$ cat config.mk
export PLATFORM = sky130hd
export DESIGN_NAME = map_key_multiply_xor_hash_core
export DESIGN_NICKNAME = d
export VERILOG_FILES = /design/src/sv/mkh_pkg.sv /design/src/sv/mkh_front.sv /design/src/sv/mkh_back.sv /design/src/sv/map_key_multiply_xor_hash_core.sv
export SDC_FILE = /design/constraint.sdc
export NUM_CORES = 2
export LEC_CHECK = 0
export BUFFER_PORTS_ARGS = -buffer_cell sky130_fd_sc_hd__buf_2
export CAP_MARGIN = 25
export CELL_PAD_IN_SITES_DETAIL_PLACEMENT = 0
export CELL_PAD_IN_SITES_GLOBAL_PLACEMENT = 1
export CORE_ASPECT_RATIO = 1.4
export CORE_MARGIN = 3
export CORE_UTILIZATION = 45
export CTS_BUF_LIST = sky130_fd_sc_hd__clkbuf_4 sky130_fd_sc_hd__clkbuf_8 sky130_fd_sc_hd__clkbuf_16
export CTS_CLUSTER_SIZE = 28
export DETAILED_ROUTE_END_ITERATION = 7
export PLACE_DENSITY_LB_ADDON = 0.3
export SYNTH_ARGS = -nofsm -noshare
export SYNTH_HDL_FRONTEND = slang
export SYNTH_SLANG_ARGS = --single-unit
$ cat constraint.sdc
create_clock -name clk -period 39.8 [get_ports clk]
set_input_delay 3.98 -clock clk [delete_from_list [all_inputs] [get_ports clk]]
set_output_delay 3.98 -clock clk [all_outputs]
set_load 0.1 [all_outputs]
$ cat src/sv/mkh_pkg.sv
`timescale 1ns / 1ps
// mkh_pkg: shared types and constants of the multiply-xor map key hash
// no dependencies; used by mkh_front, mkh_back and the top level

package mkh_pkg;

  localparam logic [63:0] HASH_M0 = 64'd33054211828000289;
  localparam logic [63:0] HASH_M1 = 64'd23344194077549503;

  // item queue between front and back
  localparam int IQ_DEPTH = 4;
  localparam int IQ_AW    = $clog2(IQ_DEPTH);
  localparam int IQ_CW    = IQ_AW + 1;

  // result queue in the back part
  localparam int OQ_DEPTH = 4;
  localparam int OQ_AW    = $clog2(OQ_DEPTH);
  localparam int OQ_CW    = OQ_AW + 1;

  typedef enum logic [1:0] {
    FUNC_BYTE = 2'd0,
    FUNC_F32  = 2'd1,
    FUNC_F64  = 2'd2
  } func_t;

  // classified item: x = (use_seed ? base : running hash) ^ mix,
  // new hash = mul ? x * M1 : (use_seed ? base : running hash)
  typedef struct packed {
    logic        use_seed;
    logic [63:0] base;
    logic [63:0] mix;
    logic        mul;
    logic        last;
  } item_t;

endpackage

$ cat src/sv/mkh_front.sv
`timescale 1ns / 1ps
// mkh_front: accepts key beats, classifies them and holds them in a short queue
// depends on mkh_pkg

module mkh_front (
  input  logic               clk,
  input  logic               rst_n,
  input  logic               in_push,
  output logic               in_full,
  input  logic [1:0]         in_func,
  input  logic               in_first,
  input  logic [63:0]        in_seed,
  input  logic [63:0]        in_key_data,
  input  logic               in_has_data,
  input  logic [63:0]        in_nan_random,
  input  logic               in_last,
  output logic               head_valid,
  output mkh_pkg::item_t     head_item,
  input  logic               head_take
);
  import mkh_pkg::*;

  item_t             cls;
  logic [63:0]       v32;
  logic [63:0]       v64;
  logic              accept;
  item_t             mem_r [IQ_DEPTH];
  logic [IQ_AW-1:0]  wr_ptr_r, wr_ptr_nxt;
  logic [IQ_AW-1:0]  rd_ptr_r, rd_ptr_nxt;
  logic [IQ_CW-1:0]  count_r, count_nxt;

  // float word: zeros to 0, nan to the random value, else raw bits
  always_comb begin
    if (in_key_data[30:0] == 31'd0) begin
      v32 = 64'd0;
    end else if ((&in_key_data[30:23]) && (|in_key_data[22:0])) begin
      v32 = in_nan_random;
    end else begin
      v32 = {32'd0, in_key_data[31:0]};
    end
    if (in_key_data[62:0] == 63'd0) begin
      v64 = 64'd0;
    end else if ((&in_key_data[62:52]) && (|in_key_data[51:0])) begin
      v64 = in_nan_random;
    end else begin
      v64 = in_key_data;
    end
  end

  always_comb begin
    cls.last = in_last;
    case (func_t'(in_func))
      FUNC_BYTE: begin
        cls.use_seed = in_first;
        cls.base     = HASH_M0 ^ in_seed;
        cls.mix      = {56'd0, in_key_data[7:0]};
        cls.mul      = in_has_data;
      end
      FUNC_F32: begin
        cls.use_seed = in_first;
        cls.base     = in_seed;
        cls.mix      = v32 ^ HASH_M0;
        cls.mul      = 1'b1;
      end
      FUNC_F64: begin
        cls.use_seed = in_first;
        cls.base     = in_seed;
        cls.mix      = v64 ^ HASH_M0;
        cls.mul      = 1'b1;
      end
      default: begin
        // unused code leaves the running hash alone
        cls.use_seed = 1'b0;
        cls.base     = in_seed;
        cls.mix      = 64'd0;
        cls.mul      = 1'b0;
      end
    endcase
  end

  assign in_full    = (count_r == IQ_CW'(IQ_DEPTH));
  assign accept     = in_push & ~in_full;
  assign head_valid = (count_r != '0);
  assign head_item  = mem_r[rd_ptr_r];

  always_comb begin
    wr_ptr_nxt = accept ? wr_ptr_r + 1'b1 : wr_ptr_r;
    rd_ptr_nxt = head_take ? rd_ptr_r + 1'b1 : rd_ptr_r;
    count_nxt  = count_r + IQ_CW'(accept) - IQ_CW'(head_take);
  end

  always_ff @(posedge clk) begin
    if (!rst_n) begin
      wr_ptr_r <= '0;
      rd_ptr_r <= '0;
      count_r  <= '0;
    end else begin
      wr_ptr_r <= wr_ptr_nxt;
      rd_ptr_r <= rd_ptr_nxt;
      count_r  <= count_nxt;
    end
  end

  always_ff @(posedge clk) begin
    if (accept) begin
      mem_r[wr_ptr_r] <= cls;
    end
  end

endmodule

$ cat src/sv/mkh_back.sv
`timescale 1ns / 1ps
// mkh_back: two-stage multiply on the running hash and the result queue
// depends on mkh_pkg

module mkh_back (
  input  logic               clk,
  input  logic               rst_n,
  input  logic               head_valid,
  input  mkh_pkg::item_t     head_item,
  output logic               head_take,
  output logic               out_empty,
  input  logic               out_pop,
  output logic [63:0]        out_hash_value
);
  import mkh_pkg::*;

  logic [63:0]       run_hash_r, run_hash_nxt;
  logic [63:0]       h;
  logic [63:0]       x;
  logic              hazard;
  logic              room;
  logic              s1_valid_r;
  logic              s1_last_r;
  logic [63:0]       p0_r, p0_nxt;
  logic [31:0]       p1_r, p1_nxt;
  logic [31:0]       p2_r, p2_nxt;
  logic [31:0]       cross_sum;
  logic [63:0]       result;
  logic              oq_wr;
  logic              oq_rd;
  logic [63:0]       oq_mem_r [OQ_DEPTH];
  logic [OQ_AW-1:0]  oq_wr_ptr_r, oq_rd_ptr_r;
  logic [OQ_CW-1:0]  oq_count_r, oq_count_nxt;

  // issue: operand select and partial products
  assign h = head_item.use_seed ? head_item.base : run_hash_r;
  assign x = h ^ head_item.mix;

  // a beat that reads the running hash waits for the one in flight
  assign hazard = s1_valid_r & ~head_item.use_seed;
  assign room   = ({1'b0, oq_count_r} + (OQ_CW + 1)'(s1_valid_r)) < (OQ_CW + 1)'(OQ_DEPTH);
  assign head_take = head_valid & ~hazard & room;

  always_comb begin
    if (head_item.mul) begin
      p0_nxt = {32'd0, x[31:0]} * {32'd0, HASH_M1[31:0]};
      p1_nxt = x[31:0] * HASH_M1[63:32];
      p2_nxt = x[63:32] * HASH_M1[31:0];
    end else begin
      p0_nxt = h;
      p1_nxt = 32'd0;
      p2_nxt = 32'd0;
    end
  end

  // finish: sum of partials, low 64 bits
  assign cross_sum = p1_r + p2_r;
  assign result    = p0_r + {cross_sum, 32'd0};
  assign run_hash_nxt = s1_valid_r ? result : run_hash_r;

  always_ff @(posedge clk) begin
    if (!rst_n) begin
      s1_valid_r <= 1'b0;
      run_hash_r <= '0;
    end else begin
      s1_valid_r <= head_take;
      run_hash_r <= run_hash_nxt;
    end
  end

  always_ff @(posedge clk) begin
    if (head_take) begin
      s1_last_r <= head_item.last;
      p0_r      <= p0_nxt;
      p1_r      <= p1_nxt;
      p2_r      <= p2_nxt;
    end
  end

  // result queue
  assign oq_wr          = s1_valid_r & s1_last_r;
  assign out_empty      = (oq_count_r == '0);
  assign oq_rd          = out_pop & ~out_empty;
  assign out_hash_value = oq_mem_r[oq_rd_ptr_r];
  assign oq_count_nxt   = oq_count_r + OQ_CW'(oq_wr) - OQ_CW'(oq_rd);

  always_ff @(posedge clk) begin
    if (!rst_n) begin
      oq_wr_ptr_r <= '0;
      oq_rd_ptr_r <= '0;
      oq_count_r  <= '0;
    end else begin
      if (oq_wr) begin
        oq_wr_ptr_r <= oq_wr_ptr_r + 1'b1;
      end
      if (oq_rd) begin
        oq_rd_ptr_r <= oq_rd_ptr_r + 1'b1;
      end
      oq_count_r <= oq_count_nxt;
    end
  end

  always_ff @(posedge clk) begin
    if (oq_wr) begin
      oq_mem_r[oq_wr_ptr_r] <= result;
    end
  end

endmodule

$ cat src/sv/map_key_multiply_xor_hash_core.sv
`timescale 1ns / 1ps
// map_key_multiply_xor_hash_core: top level of the multiply-xor map key hash
// depends on mkh_pkg, mkh_front, mkh_back
//
//   channel   direction  handshake           payload
//   in_*      input      in_push / in_full   func, first, seed, key_data,
//                                            has_data, nan_random, last
//   out_*     output     out_empty / out_pop hash_value
//
// a beat is classified on entry and waits in a four-deep queue; issue does the
// xor and three 32x32 partial products into the stage-one registers, finish
// sums them into the running hash and, on a last beat, the result queue; a beat
// that chains on the running hash waits for the one in flight (the multiply
// loop); a beat that starts a key issues right behind the one before
// synchronous active-low reset empties both queues and clears the hash to 0
// results wait in a four-deep queue; issue stalls while it could overflow,
// and the input side keeps taking beats until its own queue is full

module map_key_multiply_xor_hash_core (
  input  logic        clk,
  input  logic        rst_n,
  input  logic        in_push,
  output logic        in_full,
  input  logic [1:0]  in_func,
  input  logic        in_first,
  input  logic [63:0] in_seed,
  input  logic [63:0] in_key_data,
  input  logic        in_has_data,
  input  logic [63:0] in_nan_random,
  input  logic        in_last,
  output logic        out_empty,
  input  logic        out_pop,
  output logic [63:0] out_hash_value
);
  import mkh_pkg::*;

  // classified beat at the head of the item queue
  logic  head_valid;
  item_t head_item;
  logic  head_take;

  mkh_front u_front (
    .clk           (clk),
    .rst_n         (rst_n),
    .in_push       (in_push),
    .in_full       (in_full),
    .in_func       (in_func),
    .in_first      (in_first),
    .in_seed       (in_seed),
    .in_key_data   (in_key_data),
    .in_has_data   (in_has_data),
    .in_nan_random (in_nan_random),
    .in_last       (in_last),
    .head_valid    (head_valid),
    .head_item     (head_item),
    .head_take     (head_take)
  );

  // multiply pipeline, running hash and result queue
  mkh_back u_back (
    .clk            (clk),
    .rst_n          (rst_n),
    .head_valid     (head_valid),
    .head_item      (head_item),
    .head_take      (head_take),
    .out_empty      (out_empty),
    .out_pop        (out_pop),
    .out_hash_value (out_hash_value)
  );

endmodule
---- Yosys cells after proc, flatten, opt, wreduce, memory -nomap -nowiden ----
Memory sizes are Yosys's and may differ from the RTL's. A register that Yosys moved wholly into a read port is not among the register bits.
Index checks and enable logic that the tools add are counted.
Widths: inputs -> output; s select.
cells by class
  bitwise logic cells ..................... 14
  order comparisons ....................... 1
  reduce and logical (&&, ||, !) cells .... 11
  add/sub/neg operators ................... 11
  multipliers ............................. 3
  multiplexer cells ....................... 15
  equal/unequal tests ..................... 3
operator list
  operator                number
  $pmux 130 s3            1
  $mux 64                 6
  $not 27->27             3
  $add 64x64->64          1
  $mul 32x32->64 const B  1
  $xor 64x64->64          1
  $logic_not 63->1        1
  $reduce_or 52->1        1
  $add 32x32->32          1
  $mul 32x23->32 const B  1
  $mul 32x32->32 const B  1
  $logic_not 31->1        1
  $reduce_or 23->1        1
  $reduce_and 11->1       1
  $add 2x1->2 const B     4
  $mux 2                  4
  $reduce_and 8->1        1
  $add 3x1->3             2
  $and 1x1->1             6
  $sub 3x1->3             2
  $add 3x1->4             1
  $lt 4x3->1 const B      1
  $mux 1                  4
  $not 1->1               4
  other kinds (7)         8
storage, ports and cells
  bits in writable memories ............... 780
  output and inout port bits .............. 66
  memories ................................ 2
  input port bits ......................... 201
  word-level logic and storage cells ...... 72
  register bits after elaboration ......... 208
memory list
  name             depth  width  rd ports  clocked after Yosys merged registers in  wr ports  line             text
  u_front.mem_r    4      131    1         1                                        1         mkh_front.sv:27  item_t mem_r [IQ_DEPTH];
  u_back.oq_mem_r  4      64     1         1                                        1         mkh_back.sv:31   logic [63:0] oq_mem_r [OQ_DEPTH];

---- Logic depth before layout (Yosys ltp) ----
  depth in word-level cells ............... 7
  gate-level depth with buffers ........... 35
  depth with buffers taken out ............ 30

---- Hierarchy ----
A second synthesis with hierarchy kept.
second synthesis, totals
  cell total of the unflattened synthesis .. 6099
  area, all modules ....................... 79263.5 um^2
by module, submodules not included
  module     times used  area each (um^2)  seq. area each (um^2)  cells each
  mkh_back   1           58300.9           13042.5                5111
  mkh_front  1           20962.6           15915.3                988

---- Worst setup path after synthesis ----
No wires, ideal clock.
  path type ............................... reg2reg
  start point ............................. register (tool-made name)
  end point ............................... register u_front.count_r[2]
  required time ........................... 39.685 ns
  library setup time ...................... 0.115 ns
  buffers on the path ..................... 3
  path slack .............................. 26.381 ns
  arrival ................................. 13.304 ns
  period minus slack after synthesis ...... 13.419 ns
  cell stages (with the launch flop) ...... 15
  cell sequence ........................... dfxtp_1 buf_6 mux4_2 buf_6 buf_2 a21oi_1 a211oi_1 ha_1 inv_1 ha_1 inv_1 fa_1 xnor2_1 xnor2_1 and2_1
RTL lines
  element               line              text
  end signal, assigned  mkh_front.sv:100  count_r <= count_nxt;
  end, declared         mkh_front.sv:30   logic [IQ_CW-1:0] count_r, count_nxt;

==> run metrics <==
status completed; setup TNS 0 ns; I/O Pins approximately 270; Initial Utilization 45.5%; Worst Hold Depth 2; R2R setup slack between 20 and 30 ns; Area Growth Syn to Fin 9.72%; final setup fails 0; period utilization around 28%; setup slack after placement 28.51 ns; share of cells above drive strength 1 11.6%; Hold Path End u_back.run_hash_r[49]; Setup Fix Bufs, Post-CTS 0; worst hold start u_back.run_hash_r[49]; core area around 0.17 mm2; Post-route DRC 0; crit path time final between 10 and 15 ns; Die Y-Extent 503 um; post-route ant nets 0; initial antenna violation count 15; Root Driver clkbuf_16; final core occ 50.0%; Post-CTS Resized 0; Seq/Total Area, Yosys a little over a third; total global routing overflow 0; required time of the critical path about 40 ns; Maximum Capacitance Violations 0; fillers 15.4k; Peak Freq 88.4 MHz; total wire length 270000 um; violation count after the first detailed-route iteration 4362; Synth Net Count approximately 8.1k; Hold Crit Class reg2reg; Data arrival, critical path 11.80 ns; total track usage 30.1%; Rel. slew slack 24.5%; input/output buffers 266; clock tree buffer depth 3; async set-reset flop share out of synthesis 0%; Slew Viols, Final 0; RR Endpoint u_back.p0_r[63]; Startpoint Class flip-flop; final net count 8435; dominant synthesized flop cell edfxtp_1; average routed wire per standard cell 30.2 um; Syn Inst Count 6225; clock-pin slew on the worst setup and hold paths 0.07 ns; Final HPWL DP 225000 um; CTS Buf Count 97; Post-synth EDFFs around 910; worst skew pair latency 0.74 ns; floorplan row count 181; Synth Warn # 0; DIE WIDTH 361 um; Final Skew about 0.075 ns; die area 0.182 mm2; Synth Cell Area 0.0795 mm2; RSZ-0062 raised after global routing no; vias in the first global route around 53k; syn_area_per_cell 12.8 um2; largest net degree at the start of global routing 79; Setup WS post-layout 28.48 ns; via/cell ratio roughly 5.6; critical path type reg2reg; first-pass GRT wire length ~380000 um; Critical Path End Type flip-flop; reg2reg path depth 27; CTS sink count between 900 and 1k; Synth cell types 82; Final Hold Fails 0; #FFs+latches synth between 900 and 1k; via count 49.7k; Hold-fix buffers, CTS 0; DR pass1 iterations 6; htree depth 3; worst-path fanout max 44; Slew @ Worst Pin 1.13 ns; CTS tree built; GP Congestion 1.04
## layer usage
layer,part of all wire (%),up-vias,global-route usage [%]
met1,37,26000,35.5
met5,0.0096,-,0
met2,51,1693,52.6
met3,4.5,489,3.17
met4,7.8,4,19.0
li1,-,21600,-
## cell usage in the layout, fill, tap and decap left out, drive strengths merged, types with 23 or more instances in the layout
master / count
dfxtp: 83
edfxtp: 909
a21oi: 208
nor3: 46
clkinv: 41
ha: 706
nand3: 37
o21ai: 133
nor2b: 77
xor2: 85
buf: 366
mux4: 194
nor2: 229
o21bai: 27
o21a: 24
nand2: 203
a21o: 92
mux2i: 152
inv: 1315
clkbuf: 122
and2: 39
and3: 27
xnor2: 230
nand2b: 23
a22oi: 32
a211oi: 24
fa: 975
## layout make-up
cell class	count	area [um2]	area share, %
Antenna cell	4	10.0	0.0115
Clock buffer	122	2640	3.03
Clock inverter	56	546	0.625
Inverter	1311	4920	5.64
Sequential cell	992	29000	33.2
Multi-Input combinational cell	3785	45200	51.8
Tap cell	2287	2860	3.28
Timing Repair Buffer	366	2110	2.41
## flip-flops by register name, indices dropped and copies added, names as in the netlist, named ones only
register / flops
u_back.s1_valid_r: 1
u_back.oq_wr_ptr_r: 2
u_back.oq_rd_ptr_r: 2
u_back.p1_r: 32
u_back.run_hash_r: 64
u_front.wr_ptr_r: 2
u_front.count_r: 3
u_front.rd_ptr_r: 2
u_back.p2_r: 32
u_back.oq_mem_r: 256
u_back.s1_last_r: 1
u_front.mem_r: 524
u_back.oq_count_r: 3
u_back.p0_r: 64
## kinds of logic (layout without fill, tap and decap cells)
kind of cell	after synthesis	in the layout	share of synthesized area [%]
other	0	4	0
flip-flops	992	992	36.4
buffers and inverters	1448	1855	6.92
adder cells (fa/ha/maj)	1682	1682	35.7
XOR/XNOR	316	316	3.50
AO/OA/AOI/OAI	676	676	5.49
AND/OR/NAND/NOR	764	764	4.58
multiplexers	347	347	7.43
## worst max-delay path: stages (launching register included)
cell,delay (ns)
dfxtp_4,0.49
buf_4,0.67
buf_4,0.67
mux4_2,0.57
xor2_1,0.76
inv_1,0.55
fa_1,0.91
ha_1,0.33
xnor2_1,0.16
fa_1,0.53
fa_1,0.64
fa_1,0.46
fa_1,0.46
fa_1,0.49
inv_1,0.05
fa_1,0.52
inv_1,0.06
ha_1,0.40
inv_1,0.10
nor3_1,0.25
and4_1,0.21
nand3_1,0.10
a31o_1,0.29
or3_1,0.34
o31ai_2,0.33
a21oi_1,0.25
o21a_1,0.24
o211a_1,0.22
## synthesized netlist by cell type, types with 37 or more instances
| cell type | number | share of area (%) |
|---|---|---|
| a21o_1 | 92 | 0.87 |
| nor2b_1 | 77 | 0.61 |
| a21oi_1 | 208 | 1.3 |
| fa_1 | 975 | 25 |
| xor2_1 | 85 | 0.94 |
| nor2_1 | 229 | 1.1 |
| inv_1 | 1310 | 6.2 |
| dfxtp_1 | 83 | 2.1 |
| and2_1 | 38 | 0.30 |
| mux4_2 | 194 | 5.5 |
| edfxtp_1 | 909 | 34 |
| nand3_1 | 37 | 0.23 |
| mux2i_1 | 151 | 1.9 |
| nor3_1 | 45 | 0.28 |
| clkbuf_1 | 82 | 0.39 |
| ha_1 | 706 | 11 |
| nand2_1 | 203 | 0.96 |
| o21ai_0 | 121 | 0.76 |
| xnor2_1 | 230 | 2.5 |
## how the worst max path moves through the flow
stage / start / endpoint / slack, ns / cells past startpoint
after detailed placement: flip-flop / u_back.p0_r[63] / 28.51 / 27
after CTS: flip-flop / u_back.p0_r[63] / 28.49 / 27
after global routing: flip-flop / u_back.p0_r[53] / 28.16 / 28
final: flip-flop / u_back.p0_r[63] / 28.48 / 27
after global placement: flip-flop / u_back.p0_r[53] / 28.65 / 28
after floorplan: flip-flop / u_front.count_r[2] / 26.38 / 14
## metrics by stage
step | cell area, um2 | hold WS [ns] | std cells
after global placement | 84000 | 0.461 | 8736
after detailed placement | 84100 | 0.463 | 8741
after CTS | 87200 | 0.487 | 8919
after global routing | 87200 | 0.509 | 8921
final | 87200 | 0.480 | 8923
after floorplan | 79500 | 0.450 | 6225
Power is not shown: default switching activity piles up to over one toggle a cycle in this logic, so the estimate is an artifact.
